===== src/rtl/vending_sale_and_change_macros.svh =====
// vending_sale_and_change_macros.svh: assertion macros for the vending block
// used by the top level; expects clk_i and rst_ni in the including scope
`ifndef VENDING_SALE_AND_CHANGE_MACROS_SVH
`define VENDING_SALE_AND_CHANGE_MACROS_SVH

// same-cycle implication
`define VSC_ASSERT_IMP(lbl, ante, cons) \
  lbl: assert property (@(posedge clk_i) disable iff (!rst_ni) (ante) |-> (cons)) \
    else $error("vsc: same-cycle check failed");

// next-cycle implication
`define VSC_ASSERT_NXT(lbl, ante, cons) \
  lbl: assert property (@(posedge clk_i) disable iff (!rst_ni) (ante) |=> (cons)) \
    else $error("vsc: next-cycle check failed");

`endif


===== src/rtl/vsc_pkg.sv =====
// vsc_pkg: types, codes and constants of the vending sale and change block
// no dependencies
`default_nettype none

package vsc_pkg;

  typedef enum logic [0:0] {
    CMD_ADD = 1'b0,
    CMD_BUY = 1'b1
  } command_e;

  typedef enum logic [2:0] {
    ST_ADDED      = 3'd0,
    ST_DUPLICATE  = 3'd1,
    ST_FULL       = 3'd2,
    ST_NOT_FOUND  = 3'd3,
    ST_TOO_LITTLE = 3'd4,
    ST_PAID       = 3'd5,
    ST_PARTIAL    = 3'd6
  } status_e;

  typedef enum logic [3:0] {
    S_IDLE,
    S_SEARCH,
    S_DECIDE,
    S_BANK10,
    S_BANK5,
    S_BANK1,
    S_PAY10,
    S_PAY5,
    S_PAY1,
    S_OUT
  } state_e;

  typedef enum logic [0:0] {
    MODE_BANK = 1'b0,
    MODE_PAY  = 1'b1
  } coin_mode_e;

  typedef enum logic [1:0] {
    DEN_10 = 2'd0,
    DEN_5  = 2'd1,
    DEN_1  = 2'd2
  } denom_e;

  localparam int unsigned CODE_W  = 16;
  localparam int unsigned PRICE_W = 10;
  localparam int unsigned MONEY_W = 10;
  localparam int unsigned COIN_W  = 16;

  // x / 10 = (x * 205) >> 11 and x / 5 = (x * 205) >> 10, exact for x < 1024
  localparam logic [7:0] RECIP   = 8'd205;
  localparam int unsigned PROD_W = MONEY_W + 8;

  typedef struct packed {
    command_e              command;
    logic [CODE_W-1:0]     product_code;
    logic [PRICE_W-1:0]    price;
    logic [MONEY_W-1:0]    money;
  } in_t;

  typedef struct packed {
    status_e               status;
    logic [MONEY_W-1:0]    change_paid;
    logic [MONEY_W-1:0]    change_unpaid;
    logic [COIN_W-1:0]     tens_held;
    logic [COIN_W-1:0]     fives_held;
    logic [COIN_W-1:0]     ones_held;
  } out_t;

  typedef struct packed {
    coin_mode_e mode;
    denom_e     denom;
  } coin_op_t;

endpackage

`default_nettype wire


===== src/rtl/vending_sale_and_change.sv =====
// vending_sale_and_change: product table and coin store of a vending machine
// depends on vsc_pkg, vsc_coin_unit and vending_sale_and_change_macros.svh
`default_nettype none

// channel  direction  handshake               payload
// in       sink       in_valid_i / in_ready_o  in_i  (vsc_pkg::in_t)
// out      source     out_valid_o / out_ready_i out_o (vsc_pkg::out_t)
//
// one transaction at a time; in_ready_o is high only while idle
// table walk: one read of the product memory per cycle, first hit stops it;
//   a miss reads every stored entry before the decide step
// add: search and a decide step; buy: search, a decide step and, when the sale goes through, 6 coin unit steps
// the result is then held in registers until out_ready_i
// asynchronous active-low reset empties the table and zeroes the coin counts

module vending_sale_and_change #(
  parameter int unsigned TABLE_DEPTH = 16
) (
  input  logic           clk_i,
  input  logic           rst_ni,
  input  logic           in_valid_i,
  output logic           in_ready_o,
  input  vsc_pkg::in_t   in_i,
  output logic           out_valid_o,
  input  logic           out_ready_i,
  output vsc_pkg::out_t  out_o
);
  import vsc_pkg::*;

`include "vending_sale_and_change_macros.svh"

  localparam int unsigned CNT_W = $clog2(TABLE_DEPTH + 1);
  localparam int unsigned IDX_W = (TABLE_DEPTH > 1) ? $clog2(TABLE_DEPTH) : 1;
  localparam int unsigned MEM_W = CODE_W + PRICE_W;

  // control state
  state_e             state_q, state_d;
  logic [CNT_W-1:0]   cnt_q, cnt_d;
  logic [CNT_W-1:0]   idx_q, idx_d;
  logic               chk_q, chk_d;
  logic               found_q, found_d;
  logic [COIN_W-1:0]  tens_q, tens_d;
  logic [COIN_W-1:0]  fives_q, fives_d;
  logic [COIN_W-1:0]  ones_q, ones_d;

  // payload state
  in_t                item_q, item_d;
  logic [PRICE_W-1:0] price_q, price_d;
  logic [MONEY_W-1:0] amt_q, amt_d;
  logic [MONEY_W-1:0] diff_q, diff_d;
  status_e            status_q, status_d;
  logic [MONEY_W-1:0] paid_q, paid_d;
  logic [MONEY_W-1:0] unpaid_q, unpaid_d;

  // product memory, one code and price per word
  logic [MEM_W-1:0]   mem_q [TABLE_DEPTH];
  logic [MEM_W-1:0]   rd_q;
  logic               rd_en;
  logic               wr_en;
  logic [CODE_W-1:0]  rd_code;
  logic [PRICE_W-1:0] rd_price;

  // shared coin unit
  coin_op_t           op;
  logic [COIN_W-1:0]  coin_cnt;
  logic [MONEY_W-1:0] unit_amt;
  logic [COIN_W-1:0]  unit_cnt;

  assign rd_code  = rd_q[MEM_W-1:PRICE_W];
  assign rd_price = rd_q[PRICE_W-1:0];

  always_comb begin
    case (op.denom)
      DEN_10:  coin_cnt = tens_q;
      DEN_5:   coin_cnt = fives_q;
      DEN_1:   coin_cnt = ones_q;
      default: coin_cnt = ones_q;
    endcase
  end

  vsc_coin_unit u_coin (
    .op_i     (op),
    .amount_i (amt_q),
    .count_i  (coin_cnt),
    .amount_o (unit_amt),
    .count_o  (unit_cnt)
  );

  assign in_ready_o  = (state_q == S_IDLE);
  assign out_valid_o = (state_q == S_OUT);

  assign out_o.status        = status_q;
  assign out_o.change_paid   = paid_q;
  assign out_o.change_unpaid = unpaid_q;
  assign out_o.tens_held     = tens_q;
  assign out_o.fives_held    = fives_q;
  assign out_o.ones_held     = ones_q;

  // sequencer
  always_comb begin
    state_d  = state_q;
    cnt_d    = cnt_q;
    idx_d    = idx_q;
    chk_d    = 1'b0;
    found_d  = found_q;
    tens_d   = tens_q;
    fives_d  = fives_q;
    ones_d   = ones_q;
    item_d   = item_q;
    price_d  = price_q;
    amt_d    = amt_q;
    diff_d   = diff_q;
    status_d = status_q;
    paid_d   = paid_q;
    unpaid_d = unpaid_q;
    rd_en    = 1'b0;
    wr_en    = 1'b0;
    op       = '{mode: MODE_BANK, denom: DEN_1};

    case (state_q)
      S_IDLE: begin
        if (in_valid_i) begin
          item_d  = in_i;
          idx_d   = '0;
          found_d = 1'b0;
          state_d = S_SEARCH;
        end
      end

      S_SEARCH: begin
        // compare the word read last cycle while the next read goes out
        if (chk_q && (rd_code == item_q.product_code)) begin
          found_d = 1'b1;
          price_d = rd_price;
          state_d = S_DECIDE;
        end else if (idx_q != cnt_q) begin
          rd_en = 1'b1;
          chk_d = 1'b1;
          idx_d = idx_q + CNT_W'(1);
        end else begin
          state_d = S_DECIDE;
        end
      end

      S_DECIDE: begin
        paid_d   = '0;
        unpaid_d = '0;
        state_d  = S_OUT;
        if (item_q.command == CMD_ADD) begin
          if (found_q) begin
            status_d = ST_DUPLICATE;
          end else if (cnt_q == CNT_W'(TABLE_DEPTH)) begin
            status_d = ST_FULL;
          end else begin
            wr_en    = 1'b1;
            cnt_d    = cnt_q + CNT_W'(1);
            status_d = ST_ADDED;
          end
        end else if (!found_q) begin
          status_d = ST_NOT_FOUND;
        end else if (item_q.money < price_q) begin
          status_d = ST_TOO_LITTLE;
        end else begin
          amt_d   = item_q.money;
          diff_d  = item_q.money - price_q;
          state_d = S_BANK10;
        end
      end

      S_BANK10: begin
        op      = '{mode: MODE_BANK, denom: DEN_10};
        tens_d  = unit_cnt;
        amt_d   = unit_amt;
        state_d = S_BANK5;
      end

      S_BANK5: begin
        op      = '{mode: MODE_BANK, denom: DEN_5};
        fives_d = unit_cnt;
        amt_d   = unit_amt;
        state_d = S_BANK1;
      end

      S_BANK1: begin
        // sum fully banked, start paying out the change
        op      = '{mode: MODE_BANK, denom: DEN_1};
        ones_d  = unit_cnt;
        amt_d   = diff_q;
        state_d = S_PAY10;
      end

      S_PAY10: begin
        op      = '{mode: MODE_PAY, denom: DEN_10};
        tens_d  = unit_cnt;
        amt_d   = unit_amt;
        state_d = S_PAY5;
      end

      S_PAY5: begin
        op      = '{mode: MODE_PAY, denom: DEN_5};
        fives_d = unit_cnt;
        amt_d   = unit_amt;
        state_d = S_PAY1;
      end

      S_PAY1: begin
        op       = '{mode: MODE_PAY, denom: DEN_1};
        ones_d   = unit_cnt;
        amt_d    = unit_amt;
        paid_d   = diff_q - unit_amt;
        unpaid_d = unit_amt;
        status_d = (unit_amt == '0) ? ST_PAID : ST_PARTIAL;
        state_d  = S_OUT;
      end

      S_OUT: begin
        if (out_ready_i) begin
          state_d = S_IDLE;
        end
      end

      default: begin
        state_d = S_IDLE;
      end
    endcase
  end

  always_ff @(posedge clk_i or negedge rst_ni) begin
    if (!rst_ni) begin
      state_q <= S_IDLE;
      cnt_q   <= '0;
      idx_q   <= '0;
      chk_q   <= 1'b0;
      found_q <= 1'b0;
      tens_q  <= '0;
      fives_q <= '0;
      ones_q  <= '0;
    end else begin
      state_q <= state_d;
      cnt_q   <= cnt_d;
      idx_q   <= idx_d;
      chk_q   <= chk_d;
      found_q <= found_d;
      tens_q  <= tens_d;
      fives_q <= fives_d;
      ones_q  <= ones_d;
    end
  end

  always_ff @(posedge clk_i) begin
    item_q   <= item_d;
    price_q  <= price_d;
    amt_q    <= amt_d;
    diff_q   <= diff_d;
    status_q <= status_d;
    paid_q   <= paid_d;
    unpaid_q <= unpaid_d;
  end

  // product memory: one write and one registered read port
  always_ff @(posedge clk_i) begin
    if (wr_en) begin
      mem_q[cnt_q[IDX_W-1:0]] <= {item_q.product_code, item_q.price};
    end
    if (rd_en) begin
      rd_q <= mem_q[idx_q[IDX_W-1:0]];
    end
  end

  // checks
  `VSC_ASSERT_IMP(a_cnt_bound, 1'b1, cnt_q <= CNT_W'(TABLE_DEPTH))
  `VSC_ASSERT_NXT(a_busy_after_accept, in_valid_i && in_ready_o, !in_ready_o)
  `VSC_ASSERT_IMP(a_one_at_a_time, out_valid_o, !in_ready_o)
  `VSC_ASSERT_IMP(a_banked_below_five, state_q == S_BANK1, amt_q < MONEY_W'(5))
  `VSC_ASSERT_IMP(a_paid_in_full, out_valid_o && (out_o.status == ST_PAID),
                  out_o.change_unpaid == '0)

endmodule

`default_nettype wire


===== src/rtl/vsc_coin_unit.sv =====
// vsc_coin_unit: shared coin step, banks or pays one denomination
// depends on vsc_pkg
`default_nettype none

module vsc_coin_unit (
  input  vsc_pkg::coin_op_t                 op_i,
  input  logic [vsc_pkg::MONEY_W-1:0]       amount_i,
  input  logic [vsc_pkg::COIN_W-1:0]        count_i,
  output logic [vsc_pkg::MONEY_W-1:0]       amount_o,
  output logic [vsc_pkg::COIN_W-1:0]        count_o
);
  import vsc_pkg::*;

  logic [PROD_W-1:0]  prod;
  logic [MONEY_W-1:0] quot;
  logic [MONEY_W-1:0] num;
  logic [COIN_W:0]    sum;
  logic [MONEY_W+2:0] value;

  assign prod = PROD_W'(amount_i) * PROD_W'(RECIP);

  always_comb begin
    case (op_i.denom)
      DEN_10:  quot = MONEY_W'(prod[PROD_W-1:11]);
      DEN_5:   quot = MONEY_W'(prod[PROD_W-1:10]);
      DEN_1:   quot = amount_i;
      default: quot = amount_i;
    endcase

    sum = {1'b0, count_i} + (COIN_W+1)'(quot);
    if (op_i.mode == MODE_BANK) begin
      // saturating bank
      num     = quot;
      count_o = sum[COIN_W] ? {COIN_W{1'b1}} : sum[COIN_W-1:0];
    end else begin
      // pay no more coins than held
      num     = (COIN_W'(quot) < count_i) ? quot : count_i[MONEY_W-1:0];
      count_o = count_i - COIN_W'(num);
    end

    case (op_i.denom)
      DEN_10:  value = {num, 3'b000} + {2'b00, num, 1'b0};
      DEN_5:   value = {num, 3'b000} - {1'b0, num, 2'b00} + {3'b000, num};
      DEN_1:   value = {3'b000, num};
      default: value = {3'b000, num};
    endcase
    amount_o = amount_i - value[MONEY_W-1:0];
  end

endmodule

`default_nettype wire

===== config.mk =====
export PLATFORM = sky130hd
export DESIGN_NAME = vending_sale_and_change
export DESIGN_NICKNAME = d
export VERILOG_FILES = /design/src/rtl/vsc_pkg.sv /design/src/rtl/vending_sale_and_change.sv /design/src/rtl/vsc_coin_unit.sv
export VERILOG_INCLUDE_DIRS = /design/src /design/src/rtl
export SDC_FILE = /design/constraint.sdc
export NUM_CORES = 1
export LEC_CHECK = 0
export BUFFER_PORTS_ARGS = -buffer_cell sky130_fd_sc_hd__buf_2
export CAP_MARGIN = 20
export CORE_MARGIN = 4
export CORE_UTILIZATION = 40
export CTS_BUF_LIST = sky130_fd_sc_hd__clkbuf_8
export CTS_CLUSTER_SIZE = 14
export DETAILED_ROUTE_END_ITERATION = 10
export PLACE_DENSITY = 0.57
export RECOVER_POWER = 100
export SLEW_MARGIN = 10
export SYNTH_ARGS = -nofsm -noshare
export SYNTH_HDL_FRONTEND = slang
export SYNTH_SLANG_ARGS = --single-unit

===== constraint.sdc =====
create_clock -name clk_i -period 11 [get_ports clk_i]
set_input_delay 1.1 -clock clk_i [delete_from_list [all_inputs] [get_ports clk_i]]
set_output_delay 1.1 -clock clk_i [all_outputs]
set_load 0.01 [all_outputs]

# Word-level counts from Yosys, hierarchy flattened
# Memory sizes are Yosys's and may differ from the RTL's. A register that Yosys moved wholly into a read port is not among the register bits.
# Index checks and enable logic that the tools add are counted.
# totals
n_memories,1
mem_bits_rw,416
elab_cells,124
register_bits,154
# op_classes
mul,1
n_lt_le_gt_ge,2
mux,45
n_eq_ne,23
n_reduce_logical,20
addsub,10
n_bitwise,4
# memory_table
memory,depth,word_bits,read_ports,rd_clocked_by_memory_dff,write_ports,line_no,text
mem_q,16,26,1,1,1,vending_sale_and_change.sv:56,logic [MEM_W-1:0] mem_q [TABLE_DEPTH];
# op_table
cell,n
10-bit one-hot mux with 2 select lines,4
10-bit two-way mux,5
4-bit one-hot mux with 10 select lines,1
10-bit subtractor,4
16-bit two-way mux,2
16-bit one-hot mux with 2 select lines,1
10-bit one-hot mux with 3 select lines,1
4-bit two-way mux,7
10-bit adder,2
10-bit by 8-bit multiplier with 18-bit output (second input constant),1
16-bit by 10-bit adder with 17-bit output,1
16-bit == test,1
4-bit by 3-bit == test with 1-bit output (second input constant),4
10-bit by 16-bit less-than comparator with 1-bit output,1
4-bit AND reduction,4
16-bit by 10-bit subtractor with 16-bit output,1
5-bit two-way mux,3
3-bit one-hot mux with 5 select lines,1
2-bit inequality test (second input constant),7
1-bit two-way mux,11
5-bit by 1-bit adder with 5-bit output (second input constant),2
10-bit zero test,1
10-bit less-than comparator,1
5-bit one-hot mux with 2 select lines,1
other kinds (23),38

# Longest topological paths before layout
# Gate-level depths: netlist of run 1.
# logic_depth
ltp_word,14
ltp_mapped,50

# Cells and area by module
# From an unflattened synthesis of run 1, not the netlist that was laid out.
# unflattened
cells_unflattened,1836
hier_area_um2,28583.7
# by_module_without_submodules
mod,area_per_inst_um2,cells_each,instances,seq_area_each_um2
vending_sale_and_change,23593.9,1187,1,17576.9
vsc_coin_unit,4989.8,649,1,0.0

# Worst setup path before layout of run 1
# Ideal clock, no wire load.
# synth_path
path_type,reg-to-reg
from,register amt_q[1]
to,"register paid_q[9], data pin"
slack_ns,0.734
path_buffers,1
setup_time_ns,0.135
t_arrival_ns,10.131
path_stages_with_launch,44
synth_period_minus_slack_ns,10.266
path_cell_list,edfxtp_1 > ha_1 > xor2_1 > ha_1 > fa_1 > inv_1 > fa_1 > inv_1 > ha_1 > a2111oi_0 > o21ai_0 > a41oi_1 > xor2_1 > nor2_1 > or2_2 > ha_1 > nor3_1 > o311ai_0 > [8 not listed] > inv_1 > ha_1 > or2_2 > o311a_1 > o21ai_0 > o221ai_1 > ha_1 > a21oi_1 > xnor2_1 > ha_1 > a21o_1 > a31oi_1 > o221ai_1 > a311oi_1 > xor2_1 > nand3_1 > mux2_2 > nand3_1
# synth_via
elab_chain_len,11
elab_cells_between_ends,12
# synth_rtl
item,line_no,text
start: declaration,vending_sale_and_change.sv:49,"logic [MONEY_W-1:0] amt_q, amt_d;"
start signal: assignment,vending_sale_and_change.sv:253,amt_q <= amt_d;
10-bit by 8-bit multiplier with 18-bit output,vsc_coin_unit.sv:20,assign prod = PROD_W'(amount_i) * PROD_W'(RECIP);
10-bit one-hot mux with 2 select lines,vsc_coin_unit.sv:23,case (op_i.denom)
10-bit by 16-bit less-than comparator with 1-bit output,vsc_coin_unit.sv:37,num = (COIN_W'(quot) < count_i) ? quot : count_i[MONEY_W-1:0];
10-bit two-way mux,vsc_coin_unit.sv:37,
10-bit two-way mux,vsc_coin_unit.sv:31,if (op_i.mode == MODE_BANK) begin
10-bit subtractor,vsc_coin_unit.sv:43,"DEN_5: value = {num, 3'b000} - {1'b0, num, 2'b00} + {3'b000, num};"
10-bit adder,vsc_coin_unit.sv:43,
10-bit one-hot mux with 2 select lines,vsc_coin_unit.sv:41,case (op_i.denom)
10-bit subtractor (*),vsc_coin_unit.sv:47,amount_o = amount_i - value[MONEY_W-1:0];
10-bit subtractor (*),vending_sale_and_change.sv:210,paid_d = diff_q - unit_amt;
10-bit one-hot mux with 2 select lines (*),vending_sale_and_change.sv:120,case (state_q)
end signal: assignment,vending_sale_and_change.sv:256,paid_q <= paid_d;
end: declaration,vending_sale_and_change.sv:52,"logic [MONEY_W-1:0] paid_q, paid_d;"
# Every way passes the cells marked *; elsewhere a longest branch is shown, timed or not.
# A chain may end at the register's enable or synchronous reset.

# Worst setup path in the final report of run 1
# Same ends and word-level chain as after synthesis.

==> results of run 1 <==
## cells by family after synthesis
kind of cell | count (synthesis) | synth area share, %
flops | 596 | 61.7
simple gates | 387 | 6.54
compound gates | 297 | 7.11
buf+inv | 196 | 2.68
mux | 166 | 11.7
fa+ha+maj | 154 | 7.39
xor+xnor | 93 | 2.86
## sequential cells by signal, indices dropped and copies added (netlist names)
name,count
fives_q,16
found_q,1
amt_q,10
unpaid_q,10
idx_q,5
status_q,3
item_q,37
chk_q,1
tens_q,16
rd_q,26
diff_q,10
ones_q,16
price_q,10
cnt_q,5
state_q,4
paid_q,10
mem_q,416
## cells in the mapped netlist, drive strengths merged, types with 16 or more instances
master	count
a21oi	55
clkbuf	52
a21o	26
edfxtp	532
buf	21
nand3	20
ha	129
xor2	21
xnor2	72
o21ai	81
inv	123
nor3	26
fa	24
nand2	123
nor2	108
dfrtp	64
mux2	21
nor2b	16
mux4	130
and2	25
## per-stage QoR
stage	std cells	setup slack (ns)	TNS, ns
final	3135	0.509	0
after global routing	3134	-0.0409	-0.0409
after CTS	3112	0.00340	0
after detailed placement	2926	-0.398	-0.398
after global placement	2926	0.000269	0
after floorplan	1889	0.734	0
## area by class of cell
cell class	instances	area share, %
multi-input combinational	1098	32.4
inverter	123	1.42
antenna	2	0.0153
timing repair buffer	191	3.00
sequential	596	53.8
clock buffer	106	4.47
tap	940	3.60
clock inverter	79	1.29
## worst max path at each step
stage	depth (start not counted)	end
2_1_floorplan	43	paid_q[9]
3_3_place_gp	42	paid_q[9]
3_5_place_dp	44	paid_q[9]
4_1_cts	43	paid_q[9]
5_1_grt	42	paid_q[9]
6_report	47	paid_q[9]
## cells in the final DEF (no fill, tap or decap), drive strengths merged, types with 10 or more instances in the layout
master,n
buf,93
nand4,14
xor2,21
o21a,11
a31oi,10
o21bai,13
ha,129
and2,25
xnor2,72
a22oi,15
a21o,26
a21oi,55
nand3,20
inv,162
mux4,130
clkinv,38
mux2,21
o22ai,10
dfrtp,64
mux2i,15
clkbuf,204
nand2,123
fa,24
edfxtp,532
nor2b,16
nor3,26
o21ai,81
nor2,108
nand2b,11
## routing by layer
metal	global-route usage (%)	part of all wire [%]	up-vias
met2	32.2	50	422
li1	-	-	7696
met5	0	0.013	-
met4	6.29	3.1	2
met3	3.31	4.8	146
met1	23.9	42	8663
## worst max-delay path, delay by kind of cell, from the launching register on
| family | cells | cell delay, ns |
|---|---|---|
| AO/OA/AOI/OAI | 17 | 3.28 |
| multiplexers | 2 | 0.58 |
| AND/OR/NAND/NOR | 7 | 1.25 |
| XOR/XNOR | 4 | 0.73 |
| flip-flops | 1 | 0.41 |
| adder cells (fa/ha/maj) | 10 | 3.42 |
| buffers and inverters | 7 | 0.67 |
## timing repair
item / CTS / global route
setup endpoints to repair: 1 / 4
pin swaps: 2 / 27
hold endpoints to repair: 0 / 0
resized for setup: 7 / 72
hold buffers: 0 / 0
setup buffers: 1 / 20
gates cloned: 0 / 1
==> summary.txt, run 1 <==
Critical path
  • Reg2Reg Depth: 47
  • WP data arrival: 11.06 ns
  • CP Max Fanout: 5
  • Worst reg-to-reg setup slack: 0.51 ns
  • FF-to-FF End: paid_q[9]
  • Crit-path slowest cell: fa_1
  • Startpoint Class: flop
  • Crit end category: flop
  • Worst reg2reg path startpoint: amt_q[1]
  • Critical Path RT: 11.56 ns
  • Crit Path Category: flop to flop
  • CP startpoint: amt_q[1]
  • Largest stage delay, worst path: 0.49 ns

Die
  • Core Rows: 97
  • Core area: 0.0703 mm2
  • Starting Density: 40.5%
  • Die height: 275 um
  • Io pins: 114
  • Die ar.: 0.0755 mm2
  • Chip width: 275 um

STA
  • Slew HR: -148%
  • Highest clock rate: 0.0953 GHz
  • Final min period: 10.49 ns
  • Fin crit share: 95.4%
  • Final number of setup-violating endpoints: 0
  • Clock skew: 0.0364 ns
  • Hold slack final: 0.424 ns
  • Hold violation total from the final report: 0
  • Final slew viol count: 524
  • Worst Max-Slew Pin Slew: 3.72 ns

Yosys
  • Synthesized instance count: 1889
  • Async SR Flop Fraction: 10.7%
  • Largest cells by area after synthesis: edfxtp_1 56%, mux4_2 10%, ha_1 5.7%
  • Post-synth EDFFs: 532
  • Ys Warns: 0
  • Register area share after synthesis: 61.7%
  • Synth cell types: 88
  • Synth top area share: 56.1%
  • Synth Net Count: 2083
  • Avg Inst Size Synth: 15.1 um2
  • Register bit total from synthesis: 596
  • Primary FF master, synth: edfxtp_1
  • Cell Area, Synth: 0.0285 mm2
  • Cell taking the most area after synthesis: edfxtp_1

Place
  • Placer Congestion: 0.905
  • Detailed placement HPWL: 43.5 mm
  • Placed cell area: 0.0304 mm2
  • IO Port Bufs: 113

Finish
  • Final instance area: 0.0327 mm2
  • Nets: 2306
  • Register area: 0.0176 mm2
  • Share of post-route cells with drive strength above 1: 20.7%
  • Multi-input gate area: 0.0106 mm2
  • Final cell utilization of the core: 46.5%
  • Fillers: 6216
  • Area Growth Syn to Fin: 14.7%

Global routing
  • Gr usage total: 18.6%
  • Congestion Overflow GR: 0
  • Antenna violations before repair: 3
  • First-pass GRT wire length: 106 mm
  • Largest net degree at the start of global routing: 65
  • Vias in the first global route: 17653

Drt
  • Drt total wl: 70.9 mm
  • Via count: 16929
  • DR pass1 iterations: 5
  • DR vias/cell: 5.40
  • DR iter-0 viols: 1077
  • Post-DRT Antenna Nets: 0
  • Wire per inst: 22.6 um
  • DRC: 0

Clock tree
  • Max Root-Sink Buffers: 3
  • Clock Sinks: 596
  • Clk pin slew, worst setup/hold paths: 0.06 ns
  • Cts bufs inserted: 102
  • CTS tree: done
  • Root buf cell: clkbuf_8
  • H-tree depth: 3
  • Clock network latency to the later pin of the worst-skew pair: 0.71 ns

Hold path
  • Worst hold stages: 0
  • Hold path startpoint: rd_q[3]
  • Hold Path End: price_q[3]
  • Hold Path Class: flop to flop

Status
  • Status: finished with violations
  • Failing checks: capacitance limit, slew limit

Run
  • Maxcap violations: 18
Power of run 1 is left out: the tool's default activity adds up to more than one toggle a clock period on the data nets, which glitch-free logic cannot reach.
==> run 2, diff against run 1 <==
Settings changed: SYNTH_HIERARCHICAL from default to 1.
==> run 2 against run 1 <==
The run still ends with capacitance limit, slew limit left. Core utilization decreased by 0.89 points. Maximum frequency fell by 0.14%. Die area rose by 0.39%. Global-route usage shrank 0.47 points. Area after synthesis rose by 0.40%. Register-to-register slack about the same. Critical endpoint unchanged. Highest routed layer is now met4.
==> summary.txt, run 2 <==
Finish
  • Final instance area: 0.0321 mm2
  • Final cell utilization of the core: 45.6%
  • Nets: 2231
  • Most common cell after layout, fill and taps aside: edfxtp_1
  • Share of post-route cells with drive strength above 1: 19.3%
  • Commonest cells after routing, fill and taps aside: 532 x edfxtp_1, 166 x inv_1, 130 x mux4_2
  • Area Growth Syn to Fin: 12.3%
  • Post-route insts no fill: 3055
  • Max reg flops: 416

Global routing
  • Gr usage total: 18.2%
  • Antenna violations before repair: 2
  • Vias in the first global route: 17097
  • Congestion Overflow GR: 0
  • First-pass GRT wire length: 103 mm
  • Largest net degree at the start of global routing: 65

Place
  • Placer Congestion: 0.871
  • Placed cell area: 0.0303 mm2
  • IO Port Bufs: 113
  • Detailed placement HPWL: 41.9 mm
  • Dpl cells: 2861

Die
  • Chip width: 275 um
  • Core area: 0.0704 mm2
  • Die ar.: 0.0758 mm2
  • Starting Density: 40.6%
  • Io pins: 114
  • Core Rows: 97
  • Die height: 275 um

Yosys
  • Largest cells by area after synthesis: edfxtp_1 56%, mux4_2 10%, dfrtp_1 5.6%
  • Synthesized instance count: 1836
  • Register bit total from synthesis: 596
  • Synth top area share: 55.9%
  • Primary FF master, synth: edfxtp_1
  • Ys Warns: 6
  • Synth cell count leaders: 532 x edfxtp_1, 130 x mux4_2, 128 x ha_1, 128 x inv_1, 111 x nand2_1
  • Cell Area, Synth: 0.0286 mm2
  • Avg Inst Size Synth: 15.6 um2
  • Synth cell types: 91
  • Post-synth EDFFs: 532
  • Register area share after synthesis: 61.5%
  • Synth Net Count: 2033
  • Count leader, synth: edfxtp_1
  • Cell taking the most area after synthesis: edfxtp_1
  • Async SR Flop Fraction: 10.7%

Drt
  • DRC: 0
  • DR iter-0 viols: 1328
  • DR vias/cell: 5.40
  • Post-DRT Antenna Nets: 0
  • Via count: 16489
  • DR pass1 iterations: 5
  • Drt total wl: 69.1 mm
  • Wire per inst: 22.6 um

Critical path
  • Largest stage delay, worst path: 0.49 ns
  • Crit end category: flop
  • Crit-path slowest cell: fa_1
  • Critical Path RT: 11.40 ns
  • WP data arrival: 10.91 ns
  • Startpoint Class: flop
  • CP Max Fanout: 8
  • Crit Path Category: flop to flop

Clock tree
  • Max Root-Sink Buffers: 3
  • Root buf cell: clkbuf_8
  • Clock Sinks: 596
  • CTS tree: done
  • Clk pin slew, worst setup/hold paths: 0.06 ns
  • H-tree depth: 3
  • Cts bufs inserted: 99
  • Clock network latency to the later pin of the worst-skew pair: 0.70 ns

Hold path
  • Hold Path Class: flop to flop

STA
  • Highest clock rate: 0.0952 GHz
  • Final min period: 10.51 ns
  • Worst Max-Slew Pin Slew: 3.61 ns
  • Slew HR: -141%
  • Clock skew: 0.0440 ns
  • Final slew viol count: 664
  • Hold slack final: 0.426 ns
  • Hold violation total from the final report: 0
  • Final number of setup-violating endpoints: 0
  • Fin crit share: 95.5%

Status
  • Status: finished with violations
  • Failing checks: capacitance limit, slew limit

Run
  • Maxcap violations: 23
-- run 2: cell types whose count changed in the layout (fill, tap and decap cells not counted), moves of 11 or more --
cell,change
buf_4,-15
mux2_1,+14
ha_4,-13
nor2_1,-39
mux2_2,+19
a22oi_1,+19
o21ai_0,-26
xnor2_1,-35
xor2_1,+21
inv_1,+11
ha_1,+12
-- run 2: worst paths after layout --
| kind | slack, ns | depth (start not counted) | endpoint | startpoint |
|---|---|---|---|---|
| setup / recovery | 0.49 | 44 | paid_q[9] | amt_q[7] |
| min in group asynchronous | 1.75 | 2 | tens_q[10] | rst_ni |
| hold reg to reg | 0.43 | 0 | price_q[0] | rd_q[0] |
| max in group asynchronous | 6.69 | 2 | idx_q[1] | rst_ni |
| hold / removal | 0.43 | 0 | price_q[0] | rd_q[0] |
| setup reg to reg | 0.49 | 44 | paid_q[9] | amt_q[7] |
-- run 2: area by class of cell --
class / count / area [um2]
fillers: 6296 / 38300
flip-flops and latches: 596 / 17600
multi-input cells: 1043 / 10200
clock buffers: 99 / 1360
well taps: 940 / 1180
repair buffers: 165 / 823
inverters: 129 / 484
clock inverters: 82 / 444
diodes: 1 / 2.50
-- run 2: kinds of logic (layout without fill, tap and decap cells) --
logic type | count (synthesis) | count (layout) | synth area share [%]
AND/OR/NAND/NOR | 342 | 342 | 6.13
other | 0 | 1 | 0
AO/OA/AOI/OAI | 264 | 264 | 6.42
flip-flops | 596 | 596 | 61.5
adder cells (fa/ha/maj) | 156 | 156 | 7.56
buffers and inverters | 197 | 475 | 2.91
XOR/XNOR | 78 | 78 | 2.46
multiplexers | 203 | 203 | 13.0
-- run 2: routing by layer --
metal	part of all wire (%)	vias up	track usage (%)
met5	0	-	0
met4	2.9	0	5.78
met3	4.3	138	2.97
met2	51	408	31.6
met1	42	8449	23.4
li1	-	7494	-
-- run 2: worst max-delay path, delay by kind of cell, from the launching register on --
family                     cells  cell delay (ns)
buffers and inverters          6             0.58
and+or+nand+nor                9             1.43
DFF                            1             0.48
muxes                          2             0.63
adders and majority gates      9             3.77
AOI/OAI and AO/OA             15             2.89
xor gates and xnor gates       3             0.40
-- run 2: what timing repair did --
| action | 4_1_cts | 5_1_grt |
|---|---|---|
| hold endpoints to repair | 0 | 0 |
| gates resized for setup | 3 | 18 |
| hold buffers | 0 | 0 |
| setup buffers | 0 | 12 |
| setup endpoints to repair | 3 | 9 |
| pin swaps | 0 | 7 |
-- run 2: through the flow --
step,TNS (ns),setup slack (ns)
6_report,0,0.494
5_1_grt,-0.0410,-0.0253
4_1_cts,0,0.0282
3_5_place_dp,-0.239,-0.172
3_3_place_gp,0,0.277
2_1_floorplan,0,0.613
Power of run 2 is left out for the same reason.
==> run 3, diff against run 2 <==
Settings changed: ABC_AREA from default to 1, CORE_ASPECT_RATIO from default to 0.5.
==> run 3 against run 2 <==
Non-clock buffer count decreased by 22. Clock-buffer cell count decreased by 8. Largest cell class unchanged. Global-route usage increased by 0.87 points. Maximum frequency increased by 4.3%. Register-to-register slack improved by 0.44 ns. First-iteration DRC count increased by 22%. Area after synthesis increased by 1.9%. Sequential cell count unchanged. The flow still finishes with violations (capacitance limit, slew limit). Worst hold slack got worse by 0.0030 ns. Via count increased by 22%. Highest routed layer is now met5. Critical path type unchanged.
==> summary.txt, run 3 <==
Global routing
  • Grt met2 use: 31.0%
  • Antenna violations before repair: 2
  • Vias in the first global route: 19706
  • First-pass GRT wire length: 114 mm
  • Met3 Use GR: 3.63%
  • GRT met1 Usage: 26.2%
  • Gr usage total: 19.0%
  • Largest net degree at the start of global routing: 121
  • Congestion Overflow GR: 0
  • GR peak layer: met2

Hold path
  • Hold Path Class: flop to flop
  • Hold path startpoint: rd_q[5]
  • Worst hold stages: 0
  • Hold Path End: price_q[5]

Clock tree
  • Clock network latency to the later pin of the worst-skew pair: 0.70 ns
  • Clock Sinks: 596
  • H-tree depth: 3
  • Root buf cell: clkbuf_8
  • Max Root-Sink Buffers: 3
  • CTS tree: done
  • Cts bufs inserted: 90
  • Cts hold-fix bufs: 0
  • Clk pin slew, worst setup/hold paths: 0.06 ns

Drt
  • DR iter-0 viols: 1622
  • Wire per inst: 18.9 um
  • DR pass1 iterations: 5
  • Post-DRT Antenna Nets: 0
  • DR vias/cell: 5.17
  • Via count: 20087
  • DRC: 0
  • Drt total wl: 73.5 mm

Yosys
  • Synth top area share: 54.8%
  • Synth cell types: 50
  • Synth cell count leaders: 532 x edfxtp_1, 452 x nand2_1, 316 x nor2_1
  • Register bit total from synthesis: 596
  • Cell taking the most area after synthesis: edfxtp_1
  • Largest cells by area after synthesis: edfxtp_1 55%, nand2_1 5.8%, dfrtp_1 5.5%
  • Synthesized instance count: 2724
  • Count leader, synth: edfxtp_1
  • Post-synth EDFFs: 532
  • Avg Inst Size Synth: 10.7 um2
  • Async SR Flop Fraction: 10.7%
  • Register area share after synthesis: 60.3%
  • Primary FF master, synth: edfxtp_1
  • Ys Warns: 6
  • Cell Area, Synth: 0.0291 mm2
  • Synth Net Count: 2921

Critical path
  • Largest stage delay, worst path: 0.53 ns
  • Startpoint Class: flop
  • FF-to-FF End: paid_q[9]
  • Crit-path slowest cell: edfxtp_1
  • Reg2Reg Depth: 50
  • Crit end category: flop
  • Worst reg2reg path startpoint: amt_q[1]
  • CP Max Fanout: 9
  • Crit Path Category: flop to flop
  • WP data arrival: 10.50 ns
  • Critical Path RT: 11.43 ns
  • CP startpoint: amt_q[1]
  • Worst reg-to-reg setup slack: 0.93 ns

Place
  • Dpl cells: 3716
  • Pre-CTS setup slack: 0.768 ns
  • Detailed placement HPWL: 43.6 mm
  • Placer Congestion: 0.892
  • IO Port Bufs: 113

Finish
  • Nets: 3049
  • Most common cell after layout, fill and taps aside: edfxtp_1
  • Final cell utilization of the core: 44.9%
  • Area Growth Syn to Fin: 10.4%
  • Share of post-route cells with drive strength above 1: 7.97%
  • Max reg flops: 416
  • Post-route insts no fill: 3882
  • Commonest cells after routing, fill and taps aside: 532 x edfxtp_1, 453 x nand2_1, 314 x nor2_1

Die
  • Core area: 0.0716 mm2
  • Chip width: 390 um
  • Starting Density: 40.7%
  • Die height: 199 um
  • Io pins: 114
  • Core Rows: 69
  • Die ar.: 0.0775 mm2

STA
  • Final slew viol count: 575
  • Hold violation total from the final report: 0
  • Clock skew: 0.0366 ns
  • Slew HR: -137%
  • Highest clock rate: 0.0993 GHz
  • Final min period: 10.07 ns
  • Worst Max-Slew Pin Slew: 3.55 ns
  • Final number of setup-violating endpoints: 0
  • Final worst slack: 0.929 ns
  • Fin crit share: 91.6%

Run
  • Maxcap violations: 21

Status
  • Status: finished with violations
  • Failing checks: capacitance limit, slew limit
[run 3: cell types whose count changed in the layout (fill, tap and decap cells not counted), moves of 22 or more]
cell	before	now
a21oi_1	50	72
a22oi_1	34	8
buf_4	44	10
inv_1	166	301
inv_2	0	22
mux2_2	40	0
mux4_2	130	0
nand2_1	111	453
nand3_1	21	118
nor2_1	64	314
o21ai_0	43	280
o221ai_1	2	60
o22ai_1	3	65
[run 3: cell families (layout without fill, tap and decap cells)]
logic type      count (synthesis)  in the layout  synth area share, %
buf+inv                       409            608                 5.53
xor+xnor                       57             57                 1.71
flops                         596            596                 60.3
fa+ha+maj                     156            156                 7.42
compound gates                538            538                 10.7
other cells                     0              1                    0
simple gates                  968            968                 14.3
[run 3: repair_timing]
item / CTS / global route
setup buffers: 0 / 0
resized for setup: 0 / 2
endpoints found under the setup margin: 0 / 1
[run 3: worst max-delay path by stage]
| stage | end | slack (ns) | cells past startpoint |
|---|---|---|---|
| after floorplan | paid_q[9] | 1.98 | 54 |
| after global placement | paid_q[9] | 1.04 | 54 |
| after detailed placement | paid_q[9] | 0.77 | 54 |
| after CTS | paid_q[9] | 0.74 | 54 |
| after global routing | paid_q[9] | -0.01 | 52 |
| final | paid_q[9] | 0.93 | 50 |
[run 3: through the flow]
step / area (um2) / TNS [ns] / hold WS (ns)
global route: 32200 / -0.0132 / 0.446
detailed placement: 30800 / 0 / 0.407
CTS: 32400 / 0 / 0.422
finish: 32200 / 0 / 0.423
global placement: 30800 / 0 / 0.405
floorplan: 29100 / 0 / 0.400
[run 3: layout make-up]
cell class	count	area [um2]
tap	958	1200
inverter	302	1140
clock buffer	91	1250
fill	6736	39400
sequential	596	17600
antenna	1	2.50
clock inverter	72	409
timing repair buffer	143	636
multi-input combinational	1719	9940
[run 3: worst max-delay path: cells and delay by family (launching register included)]
family / cells / cell delay, ns
AO/OA/AOI/OAI: 12 / 2.24
XOR/XNOR: 3 / 0.59
adder cells (fa/ha/maj): 10 / 3.78
buffers and inverters: 6 / 0.44
flip-flops: 1 / 0.53
AND/OR/NAND/NOR: 19 / 2.23
[run 3: layer usage]
layer / share of wire [%] / routed length [um]
met4: 2.1 / 1550
met2: 46 / 34100
met5: 0.016 / 12
met1: 46 / 33600
met3: 5.8 / 4270
Power of run 3 is left out for the same reason.
